===== config.mk =====
export PLATFORM = sky130hd
export DESIGN_NAME = uart_idle_gap_frame_receiver_top
export DESIGN_NICKNAME = d
export VERILOG_FILES = /design/src/rtl/uigf_pkg.sv /design/src/rtl/uigf_ram.sv /design/src/rtl/uigf_front.sv /design/src/rtl/uigf_back.sv /design/src/rtl/uart_idle_gap_frame_receiver_top.sv
export SDC_FILE = /design/constraint.sdc
export NUM_CORES = 1
export LEC_CHECK = 0
export BUFFER_PORTS_ARGS = -buffer_cell sky130_fd_sc_hd__buf_2
export CAP_MARGIN = 20
export CORE_AREA = 2 2 214 216
export CTS_BUF_LIST = sky130_fd_sc_hd__clkbuf_8 sky130_fd_sc_hd__clkbuf_16
export CTS_CLUSTER_DIAMETER = 50
export DETAILED_ROUTE_END_ITERATION = 10
export DIE_AREA = 0 0 216 218
export PLACE_DENSITY = 0.72
export SKIP_CTS_REPAIR_TIMING = 1
export SYNTH_ARGS = -nofsm -noshare
export SYNTH_HDL_FRONTEND = slang
export SYNTH_SLANG_ARGS = --single-unit

===== constraint.sdc =====
create_clock -name clk -period 2.8 [get_ports clk]
set_input_delay 0 -clock clk [delete_from_list [all_inputs] [get_ports clk]]
set_output_delay 0 -clock clk [all_outputs]
set_load 0.05 [all_outputs]

===== src/rtl/uigf_pkg.sv =====
// ----------------------------------------------------------------------------
// uigf_pkg: shared types and constants of the idle-gap frame receiver
// Buffer sizes, opcodes, payload structs and the status bundle.
// ----------------------------------------------------------------------------
`default_nettype none

package uigf_pkg;

    localparam int BUF_DEPTH  = 64;
    localparam int READ_MAX   = 32;
    localparam int ADDR_W     = $clog2(BUF_DEPTH);
    localparam int CNT_W      = $clog2(BUF_DEPTH + 1);
    localparam int READ_LIM   = (READ_MAX < BUF_DEPTH) ? READ_MAX : BUF_DEPTH;

    localparam int CMDQ_DEPTH = 2;
    localparam int CMDQ_AW    = $clog2(CMDQ_DEPTH);
    localparam int CMDQ_CW    = $clog2(CMDQ_DEPTH + 1);

    localparam int TIMER_W    = 9;
    localparam int CFG_IDX_W  = 1;

    localparam logic [7:0] TICK_MS_RESET    = 8'd1;
    localparam logic [7:0] IDLE_LIMIT_RESET = 8'd30;

    localparam logic [1:0] OP_BYTE = 2'd0;
    localparam logic [1:0] OP_TICK = 2'd1;
    localparam logic [1:0] OP_POLL = 2'd2;
    localparam logic [1:0] OP_NONE = 2'd3;

    localparam logic [CFG_IDX_W-1:0] REG_TICK_MS    = 1'd0;
    localparam logic [CFG_IDX_W-1:0] REG_IDLE_LIMIT = 1'd1;

    typedef struct packed {
        logic [1:0] opcode;
        logic [7:0] rx_data;
    } in_item_t;

    typedef struct packed {
        logic       frame_valid;
        logic [7:0] frame_byte;
        logic       frame_last;
    } out_item_t;

    typedef struct packed {
        logic [1:0] opcode;
        logic [7:0] data;
    } cmd_t;

    typedef struct packed {
        logic [7:0] tick_ms;
        logic [7:0] idle_limit_ms;
    } cfg_t;

    typedef struct packed {
        logic [CNT_W-1:0] byte_count;
        logic             frame_ready;
        logic             streaming;
    } back_status_t;

endpackage

`default_nettype wire


===== src/rtl/uigf_ram.sv =====
// ----------------------------------------------------------------------------
// uigf_ram: generic single-write, single-read RAM
// One write port and one read port with registered read data.
// ----------------------------------------------------------------------------
`default_nettype none

module uigf_ram #(
    parameter int WIDTH = 8,
    parameter int DEPTH = 64
) (
    input  wire logic                     clk,
    input  wire logic                     we,
    input  wire logic [$clog2(DEPTH)-1:0] waddr,
    input  wire logic [WIDTH-1:0]         wdata,
    input  wire logic                     re,
    input  wire logic [$clog2(DEPTH)-1:0] raddr,
    output      logic [WIDTH-1:0]         rdata
);

    logic [WIDTH-1:0] mem_reg [DEPTH];

    always_ff @(posedge clk)
    begin
        if (we)
        begin
            mem_reg[waddr] <= wdata;
        end
        if (re)
        begin
            rdata <= mem_reg[raddr];
        end
    end

endmodule

`default_nettype wire


===== src/rtl/uigf_front.sv =====
// ----------------------------------------------------------------------------
// uigf_front: input acceptance and command queue
// Takes input beats, drops unused opcodes and queues the rest for the back end.
// ----------------------------------------------------------------------------
`default_nettype none

module uigf_front
    import uigf_pkg::*;
(
    input  wire logic     clk,
    input  wire logic     rst_n,
    input  wire logic     in_valid,
    output      logic     in_ready,
    input  wire in_item_t in_data,
    output      logic     q_valid,
    input  wire logic     q_ready,
    output      cmd_t     q_cmd
);

    cmd_t               slot_reg [CMDQ_DEPTH];
    logic [CMDQ_AW-1:0] wr_ptr_reg, wr_ptr_next;
    logic [CMDQ_AW-1:0] rd_ptr_reg, rd_ptr_next;
    logic [CMDQ_CW-1:0] count_reg, count_next;
    logic               push;
    logic               pop;

    assign in_ready = (count_reg != CMDQ_CW'(CMDQ_DEPTH));
    assign q_valid  = (count_reg != '0);
    assign q_cmd    = slot_reg[rd_ptr_reg];

    // opcode three has no effect: accept the beat, queue nothing
    assign push = in_valid && in_ready && (in_data.opcode != OP_NONE);
    assign pop  = q_valid && q_ready;

    always_comb
    begin
        wr_ptr_next = wr_ptr_reg;
        rd_ptr_next = rd_ptr_reg;
        count_next  = count_reg;
        if (push)
        begin
            wr_ptr_next = (wr_ptr_reg == CMDQ_AW'(CMDQ_DEPTH - 1)) ? '0 :
                          wr_ptr_reg + CMDQ_AW'(1);
        end
        if (pop)
        begin
            rd_ptr_next = (rd_ptr_reg == CMDQ_AW'(CMDQ_DEPTH - 1)) ? '0 :
                          rd_ptr_reg + CMDQ_AW'(1);
        end
        if (push && !pop)
        begin
            count_next = count_reg + CMDQ_CW'(1);
        end
        else if (pop && !push)
        begin
            count_next = count_reg - CMDQ_CW'(1);
        end
    end

    always_ff @(posedge clk or negedge rst_n)
    begin
        if (!rst_n)
        begin
            wr_ptr_reg <= '0;
            rd_ptr_reg <= '0;
            count_reg  <= '0;
        end
        else
        begin
            wr_ptr_reg <= wr_ptr_next;
            rd_ptr_reg <= rd_ptr_next;
            count_reg  <= count_next;
        end
    end

    always_ff @(posedge clk)
    begin
        if (push)
        begin
            slot_reg[wr_ptr_reg].opcode <= in_data.opcode;
            slot_reg[wr_ptr_reg].data   <= in_data.rx_data;
        end
    end

endmodule

`default_nettype wire


===== src/rtl/uigf_back.sv =====
// ----------------------------------------------------------------------------
// uigf_back: command execution
// Stores bytes, runs the idle timer on ticks and streams frames on polls.
// ----------------------------------------------------------------------------
`default_nettype none

module uigf_back
    import uigf_pkg::*;
(
    input  wire logic         clk,
    input  wire logic         rst_n,
    input  wire cfg_t         cfg,
    input  wire logic         q_valid,
    output      logic         q_ready,
    input  wire cmd_t         q_cmd,
    output      logic         out_valid,
    input  wire logic         out_ready,
    output      out_item_t    out_data,
    output      back_status_t status
);

    localparam logic [1:0] ST_EXEC = 2'd0;
    localparam logic [1:0] ST_READ = 2'd1;
    localparam logic [1:0] ST_LOAD = 2'd2;
    localparam logic [1:0] ST_NOFR = 2'd3;

    logic [1:0]         state_reg, state_next;
    logic [CNT_W-1:0]   count_reg, count_next;
    logic [CNT_W-1:0]   seen_reg, seen_next;
    logic [TIMER_W-1:0] timer_reg, timer_next;
    logic               ready_reg, ready_next;
    logic [CNT_W-1:0]   idx_reg, idx_next;
    logic [CNT_W-1:0]   len_reg, len_next;
    logic               out_valid_reg, out_valid_next;
    out_item_t          out_item_reg, out_item_next;

    logic               ram_we;
    logic               ram_re;
    logic [7:0]         ram_rdata;
    logic               out_free;
    logic [CNT_W-1:0]   idx_inc;
    logic [CNT_W-1:0]   frame_len;
    logic [TIMER_W-1:0] timer_sum;
    logic [TIMER_W-1:0] limit_ext;

    assign out_free  = !out_valid_reg || out_ready;
    assign idx_inc   = idx_reg + CNT_W'(1);
    assign frame_len = (count_reg < CNT_W'(READ_LIM)) ? count_reg : CNT_W'(READ_LIM);
    assign timer_sum = timer_reg + TIMER_W'(cfg.tick_ms);
    assign limit_ext = TIMER_W'(cfg.idle_limit_ms);
    assign q_ready   = (state_reg == ST_EXEC);
    assign ram_we    = q_valid && q_ready && (q_cmd.opcode == OP_BYTE) &&
                       (count_reg < CNT_W'(BUF_DEPTH));
    assign ram_re    = (state_reg == ST_READ);

    uigf_ram #(
        .WIDTH (8),
        .DEPTH (BUF_DEPTH)
    ) u_store (
        .clk   (clk),
        .we    (ram_we),
        .waddr (count_reg[ADDR_W-1:0]),
        .wdata (q_cmd.data),
        .re    (ram_re),
        .raddr (idx_reg[ADDR_W-1:0]),
        .rdata (ram_rdata)
    );

    always_comb
    begin
        state_next     = state_reg;
        count_next     = count_reg;
        seen_next      = seen_reg;
        timer_next     = timer_reg;
        ready_next     = ready_reg;
        idx_next       = idx_reg;
        len_next       = len_reg;
        out_valid_next = out_valid_reg && !out_ready;
        out_item_next  = out_item_reg;

        unique case (state_reg)
            ST_EXEC:
            begin
                if (q_valid)
                begin
                    unique case (q_cmd.opcode)
                        OP_BYTE:
                        begin
                            if (ram_we)
                            begin
                                count_next = count_reg + CNT_W'(1);
                            end
                        end
                        OP_TICK:
                        begin
                            if (count_reg == '0)
                            begin
                                seen_next = '0;
                            end
                            else if (seen_reg != count_reg)
                            begin
                                seen_next  = count_reg;
                                timer_next = '0;
                            end
                            else if (timer_reg < limit_ext)
                            begin
                                timer_next = timer_sum;
                                if (timer_sum >= limit_ext)
                                begin
                                    ready_next = 1'b1;
                                end
                            end
                        end
                        OP_POLL:
                        begin
                            if (!ready_reg)
                            begin
                                state_next = ST_NOFR;
                            end
                            else
                            begin
                                ready_next = 1'b0;
                                count_next = '0;
                                idx_next   = '0;
                                len_next   = frame_len;
                                state_next = (frame_len == '0) ? ST_NOFR : ST_READ;
                            end
                        end
                        default:
                        begin
                            // no-op opcode never reaches the queue
                        end
                    endcase
                end
            end
            ST_READ:
            begin
                state_next = ST_LOAD;
            end
            ST_LOAD:
            begin
                // hold the read data until the output register frees up
                if (out_free)
                begin
                    out_valid_next            = 1'b1;
                    out_item_next.frame_valid = 1'b1;
                    out_item_next.frame_byte  = ram_rdata;
                    out_item_next.frame_last  = (idx_inc == len_reg);
                    idx_next                  = idx_inc;
                    state_next                = (idx_inc == len_reg) ? ST_EXEC : ST_READ;
                end
            end
            ST_NOFR:
            begin
                if (out_free)
                begin
                    out_valid_next            = 1'b1;
                    out_item_next.frame_valid = 1'b0;
                    out_item_next.frame_byte  = '0;
                    out_item_next.frame_last  = 1'b1;
                    state_next                = ST_EXEC;
                end
            end
            default:
            begin
                state_next = ST_EXEC;
            end
        endcase
    end

    always_ff @(posedge clk or negedge rst_n)
    begin
        if (!rst_n)
        begin
            state_reg     <= ST_EXEC;
            count_reg     <= '0;
            seen_reg      <= '0;
            timer_reg     <= '0;
            ready_reg     <= 1'b0;
            out_valid_reg <= 1'b0;
        end
        else
        begin
            state_reg     <= state_next;
            count_reg     <= count_next;
            seen_reg      <= seen_next;
            timer_reg     <= timer_next;
            ready_reg     <= ready_next;
            out_valid_reg <= out_valid_next;
        end
    end

    always_ff @(posedge clk)
    begin
        idx_reg      <= idx_next;
        len_reg      <= len_next;
        out_item_reg <= out_item_next;
    end

    assign out_valid          = out_valid_reg;
    assign out_data           = out_item_reg;
    assign status.byte_count  = count_reg;
    assign status.frame_ready = ready_reg;
    assign status.streaming   = (state_reg == ST_READ) || (state_reg == ST_LOAD);

endmodule

`default_nettype wire


===== src/rtl/uart_idle_gap_frame_receiver_top.sv =====
// ----------------------------------------------------------------------------
// uart_idle_gap_frame_receiver_top: idle-gap UART frame receiver
// Buffers received bytes, ends a frame on line idle time, delivers on poll.
// ----------------------------------------------------------------------------
// The execution stage takes a byte or tick beat in every cycle that no poll
// holds it; a two-entry command queue in front accepts a beat in every cycle
// while it has room, so bursts of bytes and ticks go in at full clock rate. A
// poll holds the execution stage while it runs: each delivered byte takes a
// buffer RAM read, then a load into the output register, which waits while
// that register is still full; a no-frame poll passes through the no-frame
// state instead. The output register lets the next poll byte be fetched while
// the previous beat is still waiting. The buffer RAM needs no clearing
// after reset: only entries already written are read. Configuration writes
// are taken at once and should be made while no beat is in flight.
`default_nettype none

module uart_idle_gap_frame_receiver_top
    import uigf_pkg::*;
(
    input  wire logic                 clk,
    input  wire logic                 rst_n,
    input  wire logic                 in_valid,
    output      logic                 in_ready,
    input  wire in_item_t             in_data,
    output      logic                 out_valid,
    input  wire logic                 out_ready,
    output      out_item_t            out_data,
    input  wire logic                 cfg_valid,
    output      logic                 cfg_ready,
    input  wire logic [CFG_IDX_W-1:0] cfg_index,
    input  wire logic [7:0]           cfg_data
);

    cfg_t         cfg_reg;
    logic         q_valid;
    logic         q_ready;
    cmd_t         q_cmd;
    back_status_t status;

    assign cfg_ready = 1'b1;

    always_ff @(posedge clk or negedge rst_n)
    begin
        if (!rst_n)
        begin
            cfg_reg.tick_ms       <= TICK_MS_RESET;
            cfg_reg.idle_limit_ms <= IDLE_LIMIT_RESET;
        end
        else if (cfg_valid && cfg_ready)
        begin
            unique case (cfg_index)
                REG_TICK_MS:    cfg_reg.tick_ms       <= cfg_data;
                REG_IDLE_LIMIT: cfg_reg.idle_limit_ms <= cfg_data;
                default:        ;
            endcase
        end
    end

    uigf_front u_front (
        .clk      (clk),
        .rst_n    (rst_n),
        .in_valid (in_valid),
        .in_ready (in_ready),
        .in_data  (in_data),
        .q_valid  (q_valid),
        .q_ready  (q_ready),
        .q_cmd    (q_cmd)
    );

    uigf_back u_back (
        .clk       (clk),
        .rst_n     (rst_n),
        .cfg       (cfg_reg),
        .q_valid   (q_valid),
        .q_ready   (q_ready),
        .q_cmd     (q_cmd),
        .out_valid (out_valid),
        .out_ready (out_ready),
        .out_data  (out_data),
        .status    (status)
    );

    a_count_bound: assert property (@(posedge clk) disable iff (!rst_n)
        status.byte_count <= CNT_W'(BUF_DEPTH))
        else $error("byte count beyond buffer depth");

    a_stream_empty: assert property (@(posedge clk) disable iff (!rst_n)
        status.streaming |-> (status.byte_count == '0) && !status.frame_ready)
        else $error("buffer not emptied while a frame streams out");

    a_noframe_last: assert property (@(posedge clk) disable iff (!rst_n)
        out_valid && !out_data.frame_valid |-> out_data.frame_last &&
        (out_data.frame_byte == 8'd0))
        else $error("no-frame beat not marked last");

    a_queue_hold: assert property (@(posedge clk) disable iff (!rst_n)
        status.streaming |-> !q_ready)
        else $error("command taken while a frame streams out");

endmodule

`default_nettype wire

Word-level counts from Yosys, hierarchy flattened
Memories as Yosys holds them, arrays and structs flattened. A register that Yosys moved wholly into a read port is not among the register bits. Cells that the tools add are included.

Flip-flop bits (word level): 71. Bits in writable memories: 532. Word-level logic and storage cells: 125. Memories kept: 2.

$add $sub $neg: 7. Magnitude comparators: 4. Equal/unequal tests: 20. Mux-type cells: 38. Bitwise gates (word level): 2. Reductions and logical operators: 36.

Memories: u_back.u_store.mem_reg (words 64, bits a word 8, rd ports 1, clocked after Yosys merged registers in 1, write ports 1, line uigf_ram.sv:20) `logic [WIDTH-1:0] mem_reg [DEPTH];`; u_front.slot_reg (words 2, bits a word 10, rd ports 1, clocked after Yosys merged registers in 0, write ports 1, line uigf_front.sv:20) `cmd_t slot_reg [CMDQ_DEPTH];`.

Operators with widths (number): 7-bit 2-to-1 mux (8); 7-bit case mux with 2 select lines (2); 10-bit 2-to-1 mux (2); 10-bit case mux with 2 select lines (1); 9-bit 2-to-1 mux (2); 2-bit 2-to-1 mux (8); 2-bit nonzero test (8); 5-bit AND reduction (3); 7-bit by 1-bit adder with 7-bit output, second input constant (2); 7-bit zero test (2); 2-bit by 1-bit inequality test with 1-bit output, second input constant (7); 1-bit 2-to-1 mux (13); 2-bit inequality test, second input constant (6); 4-bit AND reduction (3); 9-bit by 8-bit adder with 9-bit output (1); 9-bit by 8-bit greater-or-equal comparator with 1-bit output (1); 9-bit by 8-bit < comparator with 1-bit output (1); 1-bit logical AND (8); 2-bit case mux with 4 select lines (1); 7-bit == test (1); 7-bit by 6-bit < comparator with 1-bit output, second input constant (1); 7-bit < comparator, second input constant (1); 7-bit inequality test (1); 7-bit AND reduction (1); other kinds (13) (23).

Logic depth before layout (Yosys ltp)
Gate-level depths: netlist (run 1).

Depth after elaboration: 8. Mapped depth: 11. Mapped depth without buffers: 11.

Modules after synthesis
Synthesis (run 1) repeated with hierarchy kept, for this count alone.

Cell total of the unflattened synthesis: 1317. Area total of the unflattened synthesis: 25010.2 um^2.

By module, submodules not included: uigf_ram (times used 1, cells each 940, area an instance 20246.9 um^2); uigf_back (times used 1, cells each 289, area an instance 3153.0 um^2); uigf_front (times used 1, cells each 51, area an instance 950.9 um^2); uart_idle_gap_frame_receiver_top (times used 1, cells each 37, area an instance 659.4 um^2).

Worst setup path after synthesis (run 1)
No wires, ideal clock.

Path type: flip-flop to flip-flop. Start point: register u_back.timer_reg[0]. End point: register u_back.ready_reg. Setup time: 136 ps. Data arrival time: 2556 ps. Required time: 2664 ps. Slack: 108 ps. Cell stages (with the launch flop): 11. Path buffers: 0. Period minus slack after synthesis: 2692 ps. Cell sequence: dfrtp_1 ha_1 fa_1 a21o_1 a221oi_1 xnor2_1 ha_1 a21o_1 a211oi_1 a31oi_1 mux2i_1.

Cells in the longest elaborated chain, start to end: 4. Elaborated cells between the ends (all ways): 6.

Ends and longest elaborated chain: start, declared (line uigf_back.sv:30) `logic [TIMER_W-1:0] timer_reg, timer_next;`; start signal, assigned (line uigf_back.sv:187) `timer_reg <= timer_next;`; 9-bit by 8-bit adder with 9-bit output (line uigf_back.sv:49) `assign timer_sum = timer_reg + TIMER_W'(cfg.tick_ms);`; 9-bit by 8-bit greater-or-equal comparator with 1-bit output (line uigf_back.sv:108) `if (timer_sum >= limit_ext)`; 2-bit by 1-bit inequality test with 1-bit output (no line); 7-bit AND reduction (no line) (*); end signal, assigned (line uigf_back.sv:188) `ready_reg <= ready_next;`; end, declared (line uigf_back.sv:31) `logic ready_reg, ready_next;`.

Mark *: on every way between the ends. The rest lies on a longest branch, timed or not. A chain may end at the register's enable or synchronous reset.

Worst setup path after layout (run 1)
Ends and elaborated chain as after synthesis.

==> impl_metrics.json, run 1 <==
{
  "outcome": "complete, no violations",
  "clock_path_buffers": 3,
  "timing.fmax_mhz": 370,
  "async_flop_share": 0.0769,
  "crit_type": "reg2reg",
  "overflow": 0,
  "ys.flop_type": "edfxtp_1",
  "grt_pass1_wl_mm": 77.6,
  "post_drt_wl_per_cell_microns": 24.8,
  "track_usage": 0.223,
  "fin_skew_ns": 0.0209,
  "setup_tns_ns": 0,
  "synth_nets": 1309,
  "timing.hold.ws_ns": 0.0801,
  "share_seq_of_total_power": 0.429,
  "port_buffers": 35,
  "cts.sinks": 611,
  "synth_top_area_cell": "edfxtp_1",
  "total_power_w": 0.0277,
  "netlist_top_cells_area": "edfxtp_1, mux4_2, dfrtp_1, nor2_1, ha_1",
  "place.gp.congestion": 0.810,
  "layout_commonest_cell": "edfxtp_1",
  "synth_top_area_frac": 0.686,
  "worstSkewPairLatency_ns": 0.61,
  "switchingPower_w": 0.00845,
  "htreeDepth": 2,
  "first_pass_iters": 5,
  "numCtsBuffers": 59,
  "crit_slowest_cell": "dfrtp_1",
  "critPathCaptureType": "flip-flop",
  "rows": 78,
  "grt_pass1_vias": 12493,
  "period_needed_ns": 2.70,
  "pwr-share-clk": 0.271,
  "core_sq_mm": 0.0449,
  "synth_edf_count": 564,
  "grt_max_degree": 67,
  "p_int_w": 0.0193,
  "ys_warn_count": 0,
  "die_h_microns": 218,
  "drcViolationCount": 0,
  "cp_top_family": "compound AO/OA/AOI/OAI gates",
  "die-area_sq_mm": 0.0471,
  "ys_ff_latch": 611,
  "synth-xor-area-share": 0.0127,
  "route.antenna.remaining_nets": 0,
  "largest_register_ff_count": 512,
  "synth_compound_area_frac": 0.0242,
  "synth-simple-area-share": 0.0442,
  "cts_tree": "done",
  "setup_slack_ns": 0.0983,
  "synth-seq-area-share": 0.734,
  "die_x_microns": 216,
  "hold_viol": 0,
  "slew_headroom": 0.372,
  "cpMostUsedCell": "a21o_1",
  "cts_root_buffer": "clkbuf_16",
  "swShare": 0.305,
  "hold_class": "in2reg",
  "area_growth_pct": 15.2,
  "start_util": 0.550,
  "syn_inst": 1254,
  "antenna_cells": 0,
  "maxCapViolCount": 0,
  "worstPathRequired_ns": 3.28,
  "num_vias": 12344,
  "path_cells": "ha_2, fa_2, a21o_1, a221oi_4, xnor2_2, ha_1, a21o_1, a211oi_2, a31oi_1, mux2i_1",
  "setup_viol": 0,
  "place_ws_ns": -0.0946,
  "hpwlAfterDp_mm": 32.4,
  "synthMuxAreaShare": 0.152,
  "report.final.slew_viol_count": 0,
  "vias_per_cell": 5.94,
  "critPathMaxStageDelay_ns": 0.38,
  "drive_gt1_frac": 0.289,
  "clkTransAtPathRegs_ns": 0.06,
  "crit_path_max_fanout": 2,
  "path_buf_inv": 0,
  "final.period_utilization": 0.965,
  "synth.distinct_cells": 54,
  "synth_top_family_by_area": "multiplexers",
  "antenna_found_initial": 0,
  "synth.cell_area_sq_mm": 0.0247,
  "final_cell_mix": "edfxtp_1, mux4_2, nor2_1",
  "tightest_slew_ns": 0.942,
  "power_density_mw_per_mm2": 976,
  "ios": 37,
  "drt_iter0_drc": 1317,
  "irDropWorstVdd_uv": 627,
  "synth_fa_ha_area_frac": 0.0160,
  "final_util": 0.634,
  "wl_mm": 51.6,
  "avgSynthCellArea_sq_um": 19.7,
  "nets": 1485,
  "critPathArrivalTime_ns": 3.18,
  "combPwrFrac": 0.300,
  "start_kind": "flip-flop",
  "p_leak_nw": 9.66
}
## routing by layer
| layer | up-vias | global-route usage | wire [microns] |
|---|---|---|---|
| met5 | - | 0 | 0 |
| met4 | 0 | 0.0555 | 1090 |
| met3 | 74 | 0.0442 | 3740 |
| met2 | 447 | 0.364 | 25400 |
| met1 | 6400 | 0.315 | 21300 |
| li1 | 5423 | - | - |
## cells in the mapped netlist (all sizes together), types with 15 or more instances
| cell | instances |
|---|---|
| xnor2 | 17 |
| nor2 | 108 |
| o22ai | 23 |
| edfxtp | 564 |
| ha | 30 |
| inv | 21 |
| buf | 36 |
| clkbuf | 26 |
| dfrtp | 42 |
| mux4 | 150 |
| nand2 | 20 |
| and2 | 15 |
| mux2 | 29 |
## layout make-up
| class | instances | area (sq um) |
|---|---|---|
| clock buffers | 62 | 1540 |
| repair buffers | 177 | 1450 |
| fillers | 3034 | 16500 |
| inverters | 21 | 78.8 |
| flip-flops and latches | 611 | 18100 |
| clock inverters | 46 | 298 |
| multi-input cells | 560 | 6200 |
| well taps | 600 | 751 |
## stage by stage
stage | instances | instance area, sq um
after floorplan | 1254 | 24700
after CTS | 2049 | 28100
after global routing | 2077 | 28400
after global placement | 1941 | 26300
final | 2077 | 28400
after detailed placement | 1941 | 26300
## logic make-up (layout without fill, tap and decap cells)
| family | Yosys count | count (layout) |
|---|---|---|
| xor gates and xnor gates | 31 | 31 |
| muxes | 184 | 184 |
| DFF | 611 | 611 |
| buffers and inverters | 83 | 306 |
| adders and majority gates | 31 | 31 |
| AOI/OAI and AO/OA | 88 | 88 |
| and+or+nand+nor | 224 | 224 |
| other | 2 | 2 |
## final timing paths
kind,startpoint,slack [ns],cells after the start,to
max in group asynchronous,rst_n,1.61,4,cfg_reg[11]
min reg2reg,u_front.wr_ptr_reg,0.49,1,u_front.wr_ptr_reg
max reg2reg,u_back.timer_reg[0],0.1,10,u_back.ready_reg
max,u_back.timer_reg[0],0.1,10,u_back.ready_reg
min,cfg_valid,0.08,3,cfg_reg[1]
min in group asynchronous,rst_n,0.51,3,cfg_reg[2]
## worst min-delay path: cells and delay by family
family | cells | cell delay (ns)
AND/OR/NAND/NOR | 1 | 0.31
buffers and inverters | 1 | 0.10
multiplexers | 1 | 0.23
## power by group through the flow
stage	Combinational (W)	Clock [W]	Sequential [W]
floorplan	0.00556	0	0.0120
global placement	0.00806	0	0.0121
detailed placement	0.00821	0	0.0121
CTS	0.00825	0.00766	0.0119
global route	0.00895	0.00802	0.0120
finish	0.00832	0.00751	0.0119
Note: power is estimated with default switching activity, not from simulation.
==> run 2: changes to the inputs <==
==> constraint.sdc (replaced) <==
create_clock -name clk -period 2.8 [get_ports clk]
set_input_delay 0.56 -clock clk [delete_from_list [all_inputs] [get_ports clk]]
set_output_delay 0.56 -clock clk [all_outputs]
set_load 0.05 [all_outputs]
==> run 2 against run 1 <==
Via count up 0.62%. Global-route usage is 0.56 points higher. Combinational power increased by 1%. Routed wire length rose by 0.94%. Utilization decreased by 0.11 points.
==> impl_metrics.json, run 2 (synthesis gave the netlist of run 1 again) <==
{
  "grt_max_degree": 65,
  "timing.hold.ws_ns": 0.131,
  "period_needed_ns": 2.65,
  "final.period_utilization": 0.946,
  "hold_viol": 0,
  "tightest_slew_ns": 0.908,
  "worstPathRequired_ns": 3.29,
  "area_growth_pct": 15.0,
  "report.final.slew_viol_count": 0,
  "seq_area_sq_mm": 0.0181,
  "slew_headroom": 0.394,
  "overflow": 0,
  "r2r-end": "u_back.ready_reg",
  "setup_viol": 0,
  "nFillCells": 3061,
  "layout_commonest_cell": "edfxtp_1",
  "p_leak_nw": 9.67,
  "final_area_sq_mm": 0.0284,
  "core_sq_mm": 0.0449,
  "largest_register_ff_count": 512,
  "grt_pass1_vias": 12859,
  "crit_type": "reg2reg",
  "num_vias": 12421,
  "swShare": 0.305,
  "place.gp.congestion": 0.835,
  "cts_root_buffer": "clkbuf_16",
  "regToRegSetupSlack_ns": 0.15,
  "die_h_microns": 218,
  "die-area_sq_mm": 0.0471,
  "pwr-share-clk": 0.280,
  "crit_path_max_fanout": 2,
  "fin_skew_ns": 0.0213,
  "irDropWorstVdd_uv": 739,
  "critPathMaxStageDelay_ns": 0.39,
  "antenna_found_initial": 1,
  "numCtsBuffers": 61,
  "crit_start": "u_back.timer_reg[0]",
  "ios": 37,
  "timing.fmax_mhz": 377,
  "route.antenna.remaining_nets": 0,
  "grt_pass1_wl_mm": 79.6,
  "start_kind": "flip-flop",
  "p_int_w": 0.0196,
  "cts.sinks": 611,
  "htreeDepth": 2,
  "endpoint": "u_back.ready_reg",
  "place_inst": 1947,
  "reg2regPathDepth": 10,
  "combPwrFrac": 0.298,
  "place_ws_ns": -0.0440,
  "hpwlAfterDp_mm": 33.1,
  "rows": 78,
  "wl_mm": 52.1,
  "clkTransAtPathRegs_ns": 0.06,
  "setup_slack_ns": 0.150,
  "place_area_sq_mm": 0.0263,
  "clock_path_buffers": 3,
  "multiInputGateArea_sq_mm": 0.00620,
  "share_seq_of_total_power": 0.422,
  "track_usage": 0.229,
  "fin_cells": 2066,
  "drt_iter0_drc": 1168,
  "worstSkewPairLatency_ns": 0.62,
  "critPathArrivalTime_ns": 3.14,
  "port_buffers": 35,
  "vias_per_cell": 6.01,
  "maxCapViolCount": 0,
  "die_x_microns": 216,
  "drive_gt1_frac": 0.303,
  "path_cells": "ha_2, fa_2, a21o_1, a221oi_2, xnor2_1, ha_1, a21o_1, a211oi_2, a31oi_1, mux2i_1",
  "start_util": 0.550,
  "outcome": "complete, no violations",
  "post_drt_wl_per_cell_microns": 25.2,
  "nets": 1469,
  "crit_slowest_cell": "dfrtp_1",
  "rsz0062_at_grt": "false",
  "final_cell_mix": "edfxtp_1, mux4_2, buf_4",
  "cts_tree": "done",
  "drcViolationCount": 0,
  "hold_class": "in2reg",
  "cpMostUsedCell": "a21o_1",
  "critPathCaptureType": "flip-flop",
  "antenna_cells": 0,
  "power_density_mw_per_mm2": 994,
  "first_pass_iters": 7,
  "worst_r2r_startpoint": "u_back.timer_reg[0]",
  "switchingPower_w": 0.00861
}
[run 2: cell types whose count changed in the layout (fill, tap and decap cells not counted), sizes merged]
cell,before,now
clkbuf,62,66
buf,152,158
dlygate4sd3,25,1
clkinv,28,24
clkinvlp,1,2
inv,34,39
bufinv,4,5
[run 2: worst min path at each step]
| stage | from | end | depth (start not counted) |
|---|---|---|---|
| 2_1_floorplan | rst_n | cfg_reg[0] | 0 |
| 3_3_place_gp | u_front.wr_ptr_reg | u_front.wr_ptr_reg | 1 |
| 3_5_place_dp | cfg_reg[5] | cfg_reg[5] | 1 |
| 4_1_cts | in_data[0] | u_front.slot_reg[0][0] | 1 |
| 5_1_grt | in_data[1] | u_front.slot_reg[0][1] | 1 |
| 6_report | in_data[4] | u_front.slot_reg[0][4] | 1 |
[run 2: per-layer routing]
| metal | wire length [microns] | track usage | share of wire |
|---|---|---|---|
| met5 | 13 | 0 | 0.00025 |
| met4 | 1540 | 0.0858 | 0.030 |
| met3 | 3290 | 0.0393 | 0.063 |
| met2 | 25500 | 0.367 | 0.49 |
| met1 | 21800 | 0.320 | 0.42 |
[run 2: metrics by stage]
stage	total power (W)	utilization	TNS, ns
3_3_place_gp	0.0202	0.586	-0.0767
3_5_place_dp	0.0204	0.586	-0.0440
2_1_floorplan	0.0176	-	0
5_1_grt	0.0294	0.632	0
6_report	0.0282	0.632	0
4_1_cts	0.0283	0.630	-0.0665
[run 2: power by group through the flow]
stage / Clock (W) / Sequential (W) / Combinational, W
final: 0.00791 / 0.0119 / 0.00841
after global routing: 0.00840 / 0.0120 / 0.00902
after CTS: 0.00805 / 0.0119 / 0.00836
after detailed placement: 0 / 0.0121 / 0.00830
after global placement: 0 / 0.0121 / 0.00813
after floorplan: 0 / 0.0120 / 0.00556
[run 2: layout make-up]
cell class,count,area share
inverters,21,0.00278
multi-input cells,560,0.218
repair buffers,159,0.0448
clock inverters,49,0.0127
flip-flops and latches,611,0.638
clock buffers,66,0.0570
well taps,600,0.0264
[run 2: worst max-delay path: cells and delay by family, from the launching register on]
kind,cells,cell delay [ns]
compound gates,5,1.00
xor+xnor,1,0.14
fa+ha+maj,3,0.85
flops,1,0.39
mux,1,0.14
==> run 3: changes to the inputs <==
--- a/config.mk
+++ b/config.mk
@@ -7,13 +7,14 @@
 export LEC_CHECK = 0
 export BUFFER_PORTS_ARGS = -buffer_cell sky130_fd_sc_hd__buf_2
 export CAP_MARGIN = 20
-export CORE_AREA = 2 2 214 216
+export CORE_AREA = 2 2 213 215
 export CTS_BUF_LIST = sky130_fd_sc_hd__clkbuf_8 sky130_fd_sc_hd__clkbuf_16
 export CTS_CLUSTER_DIAMETER = 50
 export DETAILED_ROUTE_END_ITERATION = 10
-export DIE_AREA = 0 0 216 218
-export PLACE_DENSITY = 0.72
+export DIE_AREA = 0 0 215 217
+export PLACE_DENSITY = 0.73
 export SKIP_CTS_REPAIR_TIMING = 1
 export SYNTH_ARGS = -nofsm -noshare
 export SYNTH_HDL_FRONTEND = slang
+export SYNTH_HIERARCHICAL = 1
 export SYNTH_SLANG_ARGS = --single-unit
==> run 3 against run 2 <==
Routed wire length is 0.80% higher. Clock power is 1% lower. Sequential share of layout area is 0.77 points lower. Count of clock-buffer cells in the layout is 5 lower. Largest power group unchanged. Highest routed layer is now met4.
==> impl_metrics.json, run 3 <==
{
  "layout_commonest_cell": "edfxtp_1",
  "ys_warn_count": 6,
  "grt_pass1_vias": 13216,
  "hold_class": "in2async",
  "rsz0062_at_grt": "true",
  "wl_mm": 52.5,
  "path_cells": "buf_4, mux4_2, o221a_2, nor3_1, o32ai_1",
  "worst_r2r_startpoint": "u_back/idx_reg[2]",
  "area_growth_pct": 15.0,
  "antenna_cells": 0,
  "critPathArrivalTime_ns": 3.10,
  "final.period_utilization": 0.980,
  "antenna_found_initial": 0,
  "htreeDepth": 2,
  "tightest_slew_ns": 0.946,
  "timing.fmax_mhz": 364,
  "post_drt_wl_per_cell_microns": 24.4,
  "setup_viol": 0,
  "period_needed_ns": 2.75,
  "synth.cell_area_sq_mm": 0.0250,
  "clock_path_buffers": 3,
  "worstPathRequired_ns": 3.16,
  "crit_path_max_fanout": 20,
  "final_cell_mix": "edfxtp_1, buf_4, mux4_2",
  "hpwlAfterDp_mm": 33.2,
  "first_pass_iters": 7,
  "grt_max_degree": 65,
  "route.antenna.remaining_nets": 0,
  "cts_tree": "done",
  "seq_area_sq_mm": 0.0181,
  "ios": 37,
  "cts.sinks": 611,
  "p_leak_nw": 9.90,
  "report.final.slew_viol_count": 0,
  "timing.hold.ws_ns": 0.0359,
  "clkTransAtPathRegs_ns": 0.06,
  "place.gp.congestion": 0.818,
  "reg2regPathDepth": 5,
  "avgSynthCellArea_sq_um": 19.0,
  "nets": 1555,
  "r2r-end": "u_back/u_store/rdata[6]",
  "critPathCaptureType": "flip-flop",
  "die_h_microns": 217,
  "irDropWorstVdd_uv": 582,
  "worstSkewPairLatency_ns": 0.63,
  "multiInputGateArea_sq_mm": 0.00644,
  "die-area_sq_mm": 0.0467,
  "port_buffers": 35,
  "path_buf_inv": 1,
  "crit_slowest_cell": "edfxtp_1",
  "hold_viol": 0,
  "cp_top_family": "flip-flops",
  "synth_nets": 1372,
  "syn_inst": 1316,
  "cts_root_buffer": "clkbuf_16",
  "grt_pass1_wl_mm": 80.1,
  "outcome": "complete, no violations",
  "start_kind": "flip-flop",
  "critPathMaxStageDelay_ns": 0.83,
  "total_power_w": 0.0269,
  "drive_gt1_frac": 0.304,
  "vias_per_cell": 6.03,
  "drt_iter0_drc": 1325,
  "track_usage": 0.231,
  "largest_register_ff_count": 512,
  "crit_start": "u_back/idx_reg[2]",
  "drcViolationCount": 0,
  "start_util": 0.559,
  "numCtsBuffers": 60,
  "maxCapViolCount": 0,
  "die_x_microns": 215,
  "slew_headroom": 0.369,
  "crit_type": "reg2reg",
  "regToRegSetupSlack_ns": 0.05,
  "overflow": 0,
  "rows": 78,
  "fin_skew_ns": 0.0252,
  "nFillCells": 3067,
  "num_vias": 12956,
  "power_density_mw_per_mm2": 934,
  "core_sq_mm": 0.0447
}
-- run 3: power by group --
part | internal, W | switching, W | total, W
registers | 0.0114 | 0.000387 | 0.0118
logic | 0.00294 | 0.00431 | 0.00725
clock network | 0.00441 | 0.00341 | 0.00782
-- run 3: layout make-up --
type / instances / share of cell area
inverter: 20 / 0.00261
timing repair buffer: 183 / 0.0495
clock buffer: 61 / 0.0527
tap: 600 / 0.0261
sequential: 611 / 0.630
multi-input combinational: 623 / 0.224
clock inverter: 51 / 0.0145
-- run 3: worst max-delay path by stage --
stage                                               end  slack, ns  depth (start not counted)
after detailed placement               u_back/ready_reg     -0.006                         11
after floorplan           u_back/u_store/mem_reg[62][0]       0.04                          7
after global routing       u_back/u_store/mem_reg[4][3]      -0.06                          8
after CTS                              u_back/ready_reg      -0.02                         11
final                           u_back/u_store/rdata[6]       0.05                          5
after global placement                 u_back/ready_reg      0.004                         11
-- run 3: metrics by stage --
step / instances / util / TNS [ns] / worst slack (ns) / area [sq um]
global route: 2149 / 0.643 / -0.789 / -0.0561 / 28700
global placement: 2035 / 0.599 / 0 / 0.00387 / 26800
finish: 2149 / 0.643 / 0 / 0.0548 / 28700
floorplan: 1316 / - / 0 / 0.0371 / 25000
CTS: 2147 / 0.642 / -0.0166 / -0.0166 / 28700
detailed placement: 2035 / 0.599 / -0.00609 / -0.00609 / 26800
-- run 3: per-layer routing --
| metal | track usage | up-vias | wire, microns |
|---|---|---|---|
| met5 | 0 | - | 0 |
| met4 | 0.0874 | 0 | 1700 |
| met3 | 0.0430 | 114 | 4280 |
| met2 | 0.375 | 542 | 25600 |
| met1 | 0.317 | 6657 | 20900 |
| li1 | - | 5643 | - |
